==> config.mk <==
export PLATFORM = sky130hd
export DESIGN_NAME = table_driven_dfa_recognizer
export DESIGN_NICKNAME = d
export VERILOG_FILES = /design/src/hw/rtl/dfa_pkg.sv /design/src/hw/rtl/dfa_regs.sv /design/src/hw/rtl/dfa_ctrl.sv /design/src/hw/rtl/dfa_dp.sv /design/src/hw/rtl/table_driven_dfa_recognizer.sv
export SDC_FILE = /design/constraint.sdc
export NUM_CORES = 1
export LEC_CHECK = 0
export BUFFER_PORTS_ARGS = -buffer_cell sky130_fd_sc_hd__buf_2
export CAP_MARGIN = 20
export CORE_ASPECT_RATIO = 1.1
export CORE_UTILIZATION = 40
export CTS_CLUSTER_DIAMETER = 40
export DETAILED_ROUTE_END_ITERATION = 8
export GPL_TIMING_DRIVEN = 0
export PLACE_DENSITY_LB_ADDON = 0.05
export SKIP_LAST_GASP = 1
export SLEW_MARGIN = 20
export SYNTH_ARGS = -nofsm -noshare
export SYNTH_HDL_FRONTEND = slang
export SYNTH_SLANG_ARGS = --single-unit
==> constraint.sdc <==
create_clock -name clk -period 5.6 [get_ports clk]
set_input_delay 1.12 -clock clk [delete_from_list [all_inputs] [get_ports clk]]
set_output_delay 1.12 -clock clk [all_outputs]
set_load 0.005 [all_outputs]
==> src/hw/rtl/dfa_pkg.sv <==
`timescale 1ns / 1ps

package dfa_pkg;

  // default table sizes
  localparam int DEF_MAX_STATES  = 16;
  localparam int DEF_MAX_SYMBOLS = 8;

  // input item op codes
  localparam logic [1:0] OP_WRITE_ALPHA = 2'd0;
  localparam logic [1:0] OP_WRITE_TRANS = 2'd1;
  localparam logic [1:0] OP_FEED        = 2'd2;
  localparam logic [1:0] OP_END         = 2'd3;

  // verdict codes
  localparam logic [1:0] VERDICT_ACCEPT  = 2'd0;
  localparam logic [1:0] VERDICT_REJECT  = 2'd1;
  localparam logic [1:0] VERDICT_INVALID = 2'd2;

  // register word indexes (byte address bits 3:2)
  localparam logic [1:0] REG_START_STATE  = 2'd0;
  localparam logic [1:0] REG_ACCEPT_MASK  = 2'd1;
  localparam logic [1:0] REG_SYMBOL_COUNT = 2'd2;

  localparam int ADDR_W = 4;
  localparam int DATA_W = 32;

  typedef struct packed {
    logic [3:0]  start_state;
    logic [15:0] accept_mask;
    logic [3:0]  symbol_count;
  } cfg_t;

  // controller to datapath
  typedef struct packed {
    logic load_alpha;
    logic load_trans;
    logic feed;
    logic finish;
    logic step;
  } cmd_t;

  // datapath to controller
  typedef struct packed {
    logic out_busy;
  } status_t;

endpackage

==> src/hw/rtl/dfa_regs.sv <==
`timescale 1ns / 1ps

module dfa_regs (
  input  logic                       clk,
  input  logic                       rst,
  input  logic                       psel,
  input  logic                       penable,
  input  logic                       pwrite,
  input  logic [dfa_pkg::ADDR_W-1:0] paddr,
  input  logic [dfa_pkg::DATA_W-1:0] pwdata,
  output logic [dfa_pkg::DATA_W-1:0] prdata,
  output logic                       pready,
  output dfa_pkg::cfg_t              cfg
);

  logic wr_en;

  assign pready = 1'b1;
  assign wr_en  = psel && penable && pwrite;

  // register writes
  always_ff @(posedge clk) begin
    if (rst) begin
      cfg.start_state  <= 4'd0;
      cfg.accept_mask  <= 16'd0;
      cfg.symbol_count <= 4'd1;
    end else if (wr_en) begin
      unique case (paddr[3:2])
        dfa_pkg::REG_START_STATE:  cfg.start_state  <= pwdata[3:0];
        dfa_pkg::REG_ACCEPT_MASK:  cfg.accept_mask  <= pwdata[15:0];
        dfa_pkg::REG_SYMBOL_COUNT: cfg.symbol_count <= pwdata[3:0];
        default: ;
      endcase
    end
  end

  // register reads
  always_comb begin
    unique case (paddr[3:2])
      dfa_pkg::REG_START_STATE:  prdata = {28'd0, cfg.start_state};
      dfa_pkg::REG_ACCEPT_MASK:  prdata = {16'd0, cfg.accept_mask};
      dfa_pkg::REG_SYMBOL_COUNT: prdata = {28'd0, cfg.symbol_count};
      default:                   prdata = '0;
    endcase
  end

endmodule

==> src/hw/rtl/dfa_ctrl.sv <==
`timescale 1ns / 1ps

module dfa_ctrl (
  input  logic             clk,
  input  logic             rst,
  input  logic             in_valid,
  input  logic [1:0]       op,
  input  dfa_pkg::status_t status,
  output logic             in_stall,
  output dfa_pkg::cmd_t    cmd
);

  localparam logic ST_READY = 1'b0;
  localparam logic ST_STEP  = 1'b1;

  logic state;
  logic state_next;
  logic accept;

  // stall any item in ST_STEP, an end item while a result waits
  assign in_stall = (state == ST_STEP) || ((op == dfa_pkg::OP_END) && status.out_busy);
  assign accept   = in_valid && !in_stall;

  // commands to the datapath
  always_comb begin
    cmd.load_alpha = accept && (op == dfa_pkg::OP_WRITE_ALPHA);
    cmd.load_trans = accept && (op == dfa_pkg::OP_WRITE_TRANS);
    cmd.feed       = accept && (op == dfa_pkg::OP_FEED);
    cmd.finish     = accept && (op == dfa_pkg::OP_END);
    cmd.step       = (state == ST_STEP);
  end

  // next state
  always_comb begin
    state_next = state;
    unique case (state)
      ST_READY: begin
        if (accept && (op == dfa_pkg::OP_FEED)) begin
          state_next = ST_STEP;
        end
      end
      ST_STEP: state_next = ST_READY;
      default: state_next = ST_READY;
    endcase
  end

  always_ff @(posedge clk) begin
    if (rst) begin
      state <= ST_READY;
    end else begin
      state <= state_next;
    end
  end

endmodule

==> src/hw/rtl/dfa_dp.sv <==
`timescale 1ns / 1ps

module dfa_dp #(
  parameter int MAX_STATES  = dfa_pkg::DEF_MAX_STATES,
  parameter int MAX_SYMBOLS = dfa_pkg::DEF_MAX_SYMBOLS
) (
  input  logic              clk,
  input  logic              rst,
  input  dfa_pkg::cmd_t     cmd,
  input  dfa_pkg::cfg_t     cfg,
  input  logic [7:0]        symbol,
  input  logic [3:0]        row_state,
  input  logic [2:0]        column,
  input  logic [3:0]        target_state,
  input  logic              out_stall,
  output logic              out_valid,
  output logic [1:0]        verdict,
  output logic [3:0]        final_state,
  output dfa_pkg::status_t  status
);

  localparam int SW        = $clog2(MAX_STATES);
  localparam int CW        = (MAX_SYMBOLS > 1) ? $clog2(MAX_SYMBOLS) : 1;
  localparam int MEM_DEPTH = 1 << (SW + CW);

  // state index modulo MAX_STATES by repeated subtraction
  function automatic logic [SW-1:0] clip(input logic [3:0] v);
    logic [8:0] r;
    r = {5'd0, v};
    for (int i = 0; i < 8; i++) begin
      if (r >= 9'(MAX_STATES)) begin
        r = r - 9'(MAX_STATES);
      end
    end
    return r[SW-1:0];
  endfunction

  logic [7:0]       alpha [MAX_SYMBOLS];
  logic [SW-1:0]    trans_mem [MEM_DEPTH];
  logic [SW-1:0]    rd_data;
  logic [SW-1:0]    cur;
  logic             idle;
  logic             invalid_seen;
  logic             pend_hit;
  logic [SW-1:0]    present;
  logic [SW+3:0]    present_wide;
  logic [CW+2:0]    col_ext;
  logic             col_ok;
  logic             hit;
  logic [CW-1:0]    hit_col;
  logic             accepting;
  logic [SW+CW-1:0] wr_addr;
  logic [SW+CW-1:0] rd_addr;

  assign present      = idle ? clip(cfg.start_state) : cur;
  assign present_wide = {4'd0, present};
  assign col_ext      = {{CW{1'b0}}, column};
  assign col_ok       = (col_ext < (CW + 3)'(MAX_SYMBOLS));
  assign wr_addr      = {clip(row_state), col_ext[CW-1:0]};
  assign rd_addr      = {present, hit_col};
  assign accepting    = ((present_wide >> 4) == '0) && cfg.accept_mask[present_wide[3:0]];
  assign status.out_busy = out_valid && out_stall;

  // alphabet match, lowest active column wins
  always_comb begin
    hit     = 1'b0;
    hit_col = '0;
    for (int k = MAX_SYMBOLS - 1; k >= 0; k--) begin
      if ((k < int'(cfg.symbol_count)) && (alpha[k] == symbol)) begin
        hit     = 1'b1;
        hit_col = CW'(k);
      end
    end
  end

  // alphabet table
  always_ff @(posedge clk) begin
    if (cmd.load_alpha && col_ok) begin
      alpha[col_ext[CW-1:0]] <= symbol;
    end
  end

  // transition table memory
  always_ff @(posedge clk) begin
    if (cmd.load_trans && col_ok) begin
      trans_mem[wr_addr] <= clip(target_state);
    end
  end

  always_ff @(posedge clk) begin
    if (cmd.feed) begin
      rd_data <= trans_mem[rd_addr];
    end
  end

  // string state
  always_ff @(posedge clk) begin
    if (rst) begin
      idle         <= 1'b1;
      invalid_seen <= 1'b0;
      pend_hit     <= 1'b0;
    end else if (cmd.feed) begin
      idle     <= 1'b0;
      pend_hit <= !invalid_seen && hit;
      if (!invalid_seen && !hit) begin
        invalid_seen <= 1'b1;
      end
    end else if (cmd.finish) begin
      idle         <= 1'b1;
      invalid_seen <= 1'b0;
    end else if (cmd.step) begin
      pend_hit <= 1'b0;
    end
  end

  always_ff @(posedge clk) begin
    if (cmd.feed) begin
      cur <= present;
    end else if (cmd.step && pend_hit) begin
      cur <= rd_data;
    end
  end

  // result register
  always_ff @(posedge clk) begin
    if (rst) begin
      out_valid <= 1'b0;
    end else if (cmd.finish) begin
      out_valid <= 1'b1;
    end else if (out_valid && !out_stall) begin
      out_valid <= 1'b0;
    end
  end

  always_ff @(posedge clk) begin
    if (cmd.finish) begin
      final_state <= present_wide[3:0];
      if (invalid_seen) begin
        verdict <= dfa_pkg::VERDICT_INVALID;
      end else if (accepting) begin
        verdict <= dfa_pkg::VERDICT_ACCEPT;
      end else begin
        verdict <= dfa_pkg::VERDICT_REJECT;
      end
    end
  end

endmodule

==> src/hw/rtl/table_driven_dfa_recognizer.sv <==
`timescale 1ns / 1ps
// Programmable DFA string recognizer.
// Input channel (in_valid/in_stall): op-coded items. Alphabet writes and
// transition writes load the tables; feed items carry one character of a
// string; an end item closes the string and produces one result.
// Output channel (out_valid/out_stall): verdict (accepted, not accepted,
// invalid character seen) and the final state, one transfer per end item.
// Registers (start state, accept mask, symbol count) sit on the APB port.
// Write and end items need no extra step. A feed item does the alphabet
// match and registered transition table read, then the state update in a
// stalling step. The result is valid the cycle after its end item.
// Reset clears the registers to defaults, empties the result register and
// returns to the start state; the tables are not cleared and must be
// loaded before use. While a result waits under out_stall, write and feed
// items are still taken; a second end item is held off until the waiting
// result has been transferred.
module table_driven_dfa_recognizer #(
  parameter int MAX_STATES  = dfa_pkg::DEF_MAX_STATES,
  parameter int MAX_SYMBOLS = dfa_pkg::DEF_MAX_SYMBOLS
) (
  input  logic                       clk,
  input  logic                       rst,
  input  logic                       psel,
  input  logic                       penable,
  input  logic                       pwrite,
  input  logic [dfa_pkg::ADDR_W-1:0] paddr,
  input  logic [dfa_pkg::DATA_W-1:0] pwdata,
  output logic [dfa_pkg::DATA_W-1:0] prdata,
  output logic                       pready,
  input  logic                       in_valid,
  output logic                       in_stall,
  input  logic [1:0]                 op,
  input  logic [7:0]                 symbol,
  input  logic [3:0]                 row_state,
  input  logic [2:0]                 column,
  input  logic [3:0]                 target_state,
  output logic                       out_valid,
  input  logic                       out_stall,
  output logic [1:0]                 verdict,
  output logic [3:0]                 final_state
);

  dfa_pkg::cfg_t    cfg;
  dfa_pkg::cmd_t    cmd;
  dfa_pkg::status_t status;

  dfa_regs u_regs (
    .clk     (clk),
    .rst     (rst),
    .psel    (psel),
    .penable (penable),
    .pwrite  (pwrite),
    .paddr   (paddr),
    .pwdata  (pwdata),
    .prdata  (prdata),
    .pready  (pready),
    .cfg     (cfg)
  );

  dfa_ctrl u_ctrl (
    .clk      (clk),
    .rst      (rst),
    .in_valid (in_valid),
    .op       (op),
    .status   (status),
    .in_stall (in_stall),
    .cmd      (cmd)
  );

  dfa_dp #(
    .MAX_STATES  (MAX_STATES),
    .MAX_SYMBOLS (MAX_SYMBOLS)
  ) u_dp (
    .clk          (clk),
    .rst          (rst),
    .cmd          (cmd),
    .cfg          (cfg),
    .symbol       (symbol),
    .row_state    (row_state),
    .column       (column),
    .target_state (target_state),
    .out_stall    (out_stall),
    .out_valid    (out_valid),
    .verdict      (verdict),
    .final_state  (final_state),
    .status       (status)
  );

endmodule

==> impl_summary.txt, run 1 <==
----------------------------------------------------
[Status]
  Outcome ... finished, final reports clean

[Synth]
  Proportion of synthesized area in mux cells ... 0.0331
  Post-synthesis sequential area ratio ... 0.702
  Adder-cell share of the synthesized area ... 0
  Register bit count reported by yosys ... 619
  Combinational family with the most area after synthesis ... simple AND/OR/NAND/NOR gates
  Cell Area, Synth ... 26,100 um2
  Post-Syn Instances ... 1,939
  Share of synthesized flip-flops with an asynchronous set or reset ... 0
  Complex-gate fraction of the synthesized area ... 0.102
  Most used flip-flop cell after synthesis ... edfxtp_1
  Number of distinct standard cells referenced by the synthesized netlist ... 75
  Synthesis Warnings ... 0
  XOR/XNOR Fraction of Synth Area ... 0.0215
  Mean instance size in the synthesized netlist ... 13.4 um2
  Count of flip-flops with a built-in enable after synthesis ... 590
  Synthesized-area fraction occupied by and/or/nand/nor cells ... 0.109

[CTS]
  CTS Buf Count ... 97
  Number of H-tree levels ... 3
  Clock tree from TritonCTS ... yes
  Clk sink count ... 619
  # hold bufs at CTS ... 0
  Maximum number of buffers from clock root to sink ... 3
  CTS root buf ... clkbuf_16
  Clock insertion delay at the later pin of the skew report ... 0.66 ns
  Clock slew at reported path FFs ... 0.05 ns

[Route]
  Wirelength per Cell ... 30.5 um
  Initial DRT Pass Iterations ... 6
  Starting DRT DRC Count ... 1,934
  DR vias ... 17.9k
  Number of nets still failing antenna checks after routing ... 0
  DRC errors left ... 0
  Sum of routed wire length over all layers ... 93.0 mm
  Average vias per placed instance ... 5.87

[Finish]
  N_diodes ... 0
  Proportion of layout cells with a drive suffix above 1 ... 0.165
  Filler cells ... 5,753
  Layout overhead on the synthesized area ... 19.2%
  Layout Cell Area excl Fill ... 31,100 um2
  Final #Nets ... 2,194

[STA]
  Normalized max-slew margin ... 0.170
  Number of hold-slack violations in the final timing report ... 0
  RSZ-0062 raised after global routing ... no
  Post-route clock period utilization ... 0.958
  WHS ... 0.478 ns
  Endpoints failing setup ... 0
  Total count of max-transition violations in the final report ... 0
  Tightest Pin Transition ... 1.24 ns
  Setup slack of the critical path after layout ... 0.237 ns
  Post-route minimum period ... 5.36 ns
  Setup TNS after final layout ... 0 ns
  Maximum operating frequency ... 186 MHz
  Clock skew ... 0.0177 ns

[Setup path]
  Startpoint-to-endpoint class of the critical path ... primary input to flip-flop
  CP Launch Type ... primary input
  Peak fanout along the critical path ... 10
  Category of the worst setup path capture point ... flip-flop
  R2R setup slack ... 0.67 ns
  Critical Path, Cell by Cell ... buf_2 > buf_2 > xor2_1 > nor4_1 > nand4_1 > nor2b_1 > clkbuf_1 > nor4_4 > clkbuf_1 > a32oi_1 > a311oi_1 > a2111o_1 > a221oi_2
  Peak per-stage delay on the critical path ... 0.78 ns
  Signal arrival time at the worst endpoint ... 5.74 ns
  Standard cell with the maximum stage delay on the critical path ... clkbuf_1
  Required time of the worst setup path ... 5.97 ns

[Die]
  Boundary pin count ... 105
  Cell Rows ... 97
  Core Box Area ... 64,100 um2
  Die footprint ... 66,200 um2
  Starting utilization of the core area ... 0.407
  Y dimension of the die ... 270 um
  Width of the die ... 245 um

[Min path]
  Class of the tightest hold or removal check ... flip-flop to flip-flop

[Placed design]
  Number of I/O port buffers ... 65
  Final weighted congestion in routability-driven placement ... 0.898
  Instance area after placement ... 27,700 um2
  Place WS ... -0.803 ns
  Final HPWL from detailed placement ... 62.7 mm

[Global routing]
  Global-route wire length before repair ... 130 mm
  Maximum number of pins on one net before global-route repair ... 85
  Initial antenna violation count ... 2
  Vias in the first global route ... 17.5k
  Global-route usage over all layers ... 0.280
  Congestion Overflow GR ... 0

[Flow run]
  Max-cap violation count ... 0

[Power and ir drop]
  Pwr per Cell Area ... 371 nW/um2
  Static leakage ... 10.8 nW
  Max VDD drop ... 0.000266 V

----------------------------------------------------
placed cells by master (no fill, tap or decap), drive strengths merged, types with 5 or more instances in the layout:
cell	instances
clkbuf	173
a41oi	9
a221oi	8
nand3	40
a22o	6
a31oi	21
bufinv	11
nand2	281
a211oi	18
o221a	15
o22ai	15
a311oi	9
a21oi	71
nand4	11
xor2	45
o21a	5
o21ai	38
and3	32
nor4	10
dfxtp	29
nor2b	8
nor2	176
o221ai	25
buf	148
a32oi	39
or3	17
a2111oi	5
conb	17
mux2	10
a211o	5
inv	44
xnor2	19
mux2i	75
clkinvlp	13
and2	14
o211ai	32
nor3	47
edfxtp	590
clkinv	37
power by group:
| group | internal (mW) | total, mW | switching [mW] |
|---|---|---|---|
| Combinational | 0.0874 | 0.332 | 0.245 |
| Sequential | 5.09 | 5.09 | 0.00728 |
| Clock | 3.81 | 6.10 | 2.30 |
synthesized netlist by cell type (all sizes together), types with 19 or more instances:
cell,n,share of area
edfxtp,590,0.68
a32oi,39,0.013
xnor2,19,0.0064
nor2,176,0.025
nand2,281,0.040
nor3,47,0.0090
a31oi,21,0.0056
nand3,40,0.0081
mux2i,75,0.029
o221ai,25,0.0084
xor2,45,0.015
o211ai,32,0.0092
o21ai,38,0.0073
dfxtp,29,0.022
buf,71,0.018
inv,28,0.0040
a21oi,71,0.014
and3,32,0.0077
clkbuf,67,0.0096
area by class of cell:
type	count	area [um2]	share of cell area
clock buffer	106	2520	0.0812
tap	841	1050	0.0339
timing repair buffer	77	536	0.0172
sequential	619	18300	0.589
multi-input combinational	1167	7020	0.226
buffer	138	738	0.0238
clock inverter	75	797	0.0256
inverter	30	113	0.00362
worst max-delay path, delay by kind of cell:
| kind | cells | cell delay, ns |
|---|---|---|
| compound gates | 4 | 1.39 |
| xor+xnor | 1 | 0.12 |
| buf+inv | 4 | 1.61 |
| simple gates | 4 | 1.47 |
path summary, 6_finish.rpt:
| kind | start | to | cells after the start |
|---|---|---|---|
| max reg2reg | u_regs.cfg[1] | u_dp.rd_data[0] | 13 |
| max | symbol[0] | u_dp.rd_data[3] | 13 |
| min reg2reg | u_regs.cfg[19] | u_regs.cfg[19] | 2 |
| min | u_regs.cfg[19] | u_regs.cfg[19] | 2 |
repair_timing:
item | in CTS | in global routing
setup buffers | 0 | 5
resized for setup | 2 | 2
endpoints found under the setup margin | 3 | 3
pin swaps | 0 | 1
per-layer routing:
metal | wire length (um) | vias up | global-route usage
li1 | - | 7790 | -
met5 | 0 | - | 0
met2 | 44100 | 932 | 0.451
met4 | 3250 | 0 | 0.109
met3 | 7600 | 168 | 0.0504
met1 | 38000 | 9020 | 0.376
kinds of logic after synthesis:
| logic type | after synthesis |
|---|---|
| AO/OA/AOI/OAI | 355 |
| XOR/XNOR | 64 |
| buffers and inverters | 168 |
| flip-flops | 619 |
| multiplexers | 85 |
| other | 2 |
| AND/OR/NAND/NOR | 646 |
flip-flops by register name (all words and copies together), names as in the netlist:
register           count
u_ctrl.state           1
u_dp.alpha            64
u_dp.cur               4
u_dp.final_state       4
u_dp.idle              1
u_dp.invalid_seen      1
u_dp.out_valid         1
u_dp.pend_hit          1
u_dp.rd_data           4
u_dp.trans_mem       512
u_dp.verdict           2
u_regs.cfg            24
through the flow:
stage / total power [mW] / utilization / std cells
after floorplan: 5.32 / - / 1954
after global placement: 5.51 / 0.429 / 2860
after detailed placement: 5.52 / 0.432 / 2867
after CTS: 11.6 / 0.484 / 3048
after global routing: 11.8 / 0.485 / 3053
final: 11.5 / 0.485 / 3053
No activity file was read; power rests on OpenSTA's default activity.
==> run 2: changes to the inputs <==
--- a/config.mk
+++ b/config.mk
@@ -8,6 +8,7 @@
 export BUFFER_PORTS_ARGS = -buffer_cell sky130_fd_sc_hd__buf_2
 export CAP_MARGIN = 20
 export CORE_ASPECT_RATIO = 1.1
+export CORE_MARGIN = 5
 export CORE_UTILIZATION = 40
 export CTS_CLUSTER_DIAMETER = 40
 export DETAILED_ROUTE_END_ITERATION = 8
==> run 2 against run 1 <==
Effect of this change: via count shrank 0.49%; routed wire length is essentially flat; maximum frequency fell by 2.2%; combinational power about the same; global-route usage fell by 2.2 points; final cell count about the same; utilization shrank 0.63 points; sequential power barely moved; clock skew up 0.0077 ns; die area grew 6.3%; non-clock buffer count shrank 7; setup slack worse by 0.12 ns; critical endpoint is now u_dp.rd_data[0]; largest power group unchanged; highest routed layer unchanged.
==> impl_summary.txt, run 2 (same netlist as run 1, synthesis figures left out) <==
----------------------------------------------------
[CTS]
  Clock insertion delay at the later pin of the skew report ... 0.65 ns (about the same)
  Setup fix buffers added after clock tree synthesis ... 0 (unchanged)
  Clock tree from TritonCTS ... yes
  Maximum number of buffers from clock root to sink ... 3 (unchanged)
  # hold bufs at CTS ... 0 (unchanged)
  Number of H-tree levels ... 3 (unchanged)
  Clock slew at reported path FFs ... 0.05 ns (about the same)
  CTS Buf Count ... 96 (-1.0%)
  Clk sink count ... 619 (unchanged)
  CTS root buf ... clkbuf_16

[Placed design]
  Post-placement cell count ... 2,874 (+0.24%)
  Place WS ... -1.02 ns (-0.216 ns)
  Final HPWL from detailed placement ... 63.3 mm (+0.90%)
  Number of I/O port buffers ... 65 (unchanged)
  Final weighted congestion in routability-driven placement ... 0.895 (-0.32%)

[Setup path]
  R2r worst-path depth ... 12 (-1)
  Required time of the worst setup path ... 5.95 ns (-0.02 ns)
  Signal arrival time at the worst endpoint ... 5.83 ns (+0.09 ns)
  CP Launch Type ... primary input
  Startpoint-to-endpoint class of the critical path ... primary input to flip-flop
  Category of the worst setup path capture point ... flip-flop
  Endpoint of the most critical register-to-register path ... u_dp.rd_data[0]
  Crit Reg-Reg Startpoint ... u_regs.cfg[1]
  R2R setup slack ... 0.55 ns (-0.12 ns)
  Peak fanout along the critical path ... 10 (unchanged)

[Global routing]
  Vias in the first global route ... 17.5k (+0.14%)
  Global-route wire length before repair ... 131 mm (+0.60%)
  Maximum number of pins on one net before global-route repair ... 83 (-2.4%)
  Congestion Overflow GR ... 0 (unchanged)
  Initial antenna violation count ... 2 (unchanged)
  Global-route usage over all layers ... 0.258 (-0.0220)

[Route]
  Average vias per placed instance ... 5.84 (-0.52%)
  Wirelength per Cell ... 30.5 um (about the same)
  DRC errors left ... 0 (unchanged)
  Initial DRT Pass Iterations ... 6 (unchanged)
  Number of nets still failing antenna checks after routing ... 0 (unchanged)
  DR vias ... 17.8k (-0.49%)
  Sum of routed wire length over all layers ... 93.1 mm (about the same)
  Starting DRT DRC Count ... 1,880 (-2.8%)

[Finish]
  Sequential cell area ... 18,300 um2 (unchanged)
  Layout overhead on the synthesized area ... 19.1% (about the same)
  Number of flip-flops in the largest register ... 512 (unchanged)
  Most frequent cells in the layout ... edfxtp_1 (590), nand2_1 (281), nor2_1 (174)
  Final Instance Count excl. Fillers ... 3,054 (+0.033%)
  Commonest non-fill, non-tap cell in the layout ... edfxtp_1
  Footprint of the multi-input gates ... 7030 um2 (about the same)
  Final #Nets ... 2,186 (-0.36%)
  Filler cells ... 5,860 (+1.9%)
  Top reg by flops ... u_dp.trans_mem
  Proportion of layout cells with a drive suffix above 1 ... 0.164 (-0.000688)

[STA]
  Tightest Pin Transition ... 1.16 ns (-0.0800 ns)
  Post-route minimum period ... 5.48 ns (+0.122 ns)
  Post-route clock period utilization ... 0.979 (+0.0217)
  Clock skew ... 0.0254 ns (+0.00768 ns)
  Setup slack of the critical path after layout ... 0.116 ns (-0.122 ns)
  RSZ-0062 raised after global routing ... yes
  Total count of max-transition violations in the final report ... 0 (unchanged)
  Number of hold-slack violations in the final timing report ... 0 (unchanged)
  Normalized max-slew margin ... 0.225 (+0.0556)
  Setup TNS after final layout ... 0 ns (unchanged)
  Endpoints failing setup ... 0 (unchanged)
  Maximum operating frequency ... 182 MHz (-2.2%)

[Die]
  Width of the die ... 253 um (+3.3%)
  Die footprint ... 70,400 um2 (+6.3%)
  Starting utilization of the core area ... 0.402 (-0.00491)
  Y dimension of the die ... 278 um (+3.0%)
  Core Box Area ... 64,900 um2 (+1.2%)
  Boundary pin count ... 105 (unchanged)
  Cell Rows ... 98 (+1.0%)

[Power and ir drop]
  Power Total ... 11.5 mW (+0.12%)
  Pwr per Cell Area ... 372 nW/um2 (+0.22%)
  Max VDD drop ... 0.000236 V (-11%)
  Static leakage ... 10.7 nW (-0.14%)

[Flow run]
  Max-cap violation count ... 0 (unchanged)

[Min path]
  Hold Path Cell Cnt ... 2 (unchanged)
  Class of the tightest hold or removal check ... flip-flop to flip-flop
  End of the worst hold path ... u_regs.cfg[11]
  Worst hold path startpoint ... u_regs.cfg[11]

[Status]
  Outcome ... finished, final reports clean

----------------------------------------------------
## run 2: critical path, cell delays in order
cell and delay (ns):
buf_2 0.23, buf_2 0.36, xor2_1 0.17, nor3_1 0.06, nand4_1 0.25, nor2b_1 0.17, clkbuf_1 0.40, a31o_2 0.43
clkbuf_1 0.72, clkbuf_1 0.77, o211ai_1 0.30, a41oi_1 0.28, o41ai_1 0.12, o2111ai_1 0.27, a221oi_2 0.16
## run 2: area by class of cell
type / count / area share
Inverter: 30 / 0.00363
Antenna cell: 1 / 0.0000806
Timing Repair Buffer: 70 / 0.0153
Sequential cell: 619 / 0.589
Clock buffer: 106 / 0.0823
Buffer: 138 / 0.0239
Multi-Input combinational cell: 1167 / 0.226
Tap cell: 850 / 0.0343
Clock inverter: 73 / 0.0249
## run 2: per-layer routing
| layer | vias to the layer above | part of all wire | global-route usage |
|---|---|---|---|
| met5 | - | 0 | 0 |
| met4 | 0 | 0.043 | 0.105 |
| met3 | 202 | 0.080 | 0.0551 |
| met2 | 857 | 0.46 | 0.407 |
| met1 | 9011 | 0.41 | 0.350 |
| li1 | 7753 | - | - |
## run 2: where the power goes
part           switching [mW]  total [mW]  leakage [nW]  internal, mW
Sequential            0.00696        5.09          5.54          5.09
Combinational           0.244       0.332          3.60        0.0876
Clock                    2.25        6.12          1.61          3.87
Total                    2.50        11.5          10.7          9.04
## run 2: per-stage QoR
step | util | hold slack [ns] | instance area, um2
final | 0.479 | 0.479 | 31000
after global routing | 0.479 | 0.502 | 31000
after CTS | 0.478 | 0.479 | 31000
after detailed placement | 0.427 | 0.469 | 27700
after global placement | 0.424 | 0.468 | 27500
after floorplan | - | 0.445 | 26100
## run 2: timing repair
| item | in CTS | in global routing |
|---|---|---|
| setup endpoints to repair | 4 | 3 |
| pin swaps | 0 | 1 |
| gates resized for setup | 2 | 8 |
## run 2: how the worst max path moves through the flow
stage,startpoint,endpoint,slack [ns],depth (start not counted)
CTS,symbol[6],u_dp.rd_data[0],-0.14,13
global route,symbol[6],u_dp.rd_data[0],-0.03,15
detailed placement,symbol[6],u_dp.rd_data[0],-1.02,13
finish,symbol[6],u_dp.rd_data[0],0.12,15
global placement,symbol[6],u_dp.rd_data[0],-1.34,13
floorplan,symbol[2],u_dp.rd_data[0],1.74,12
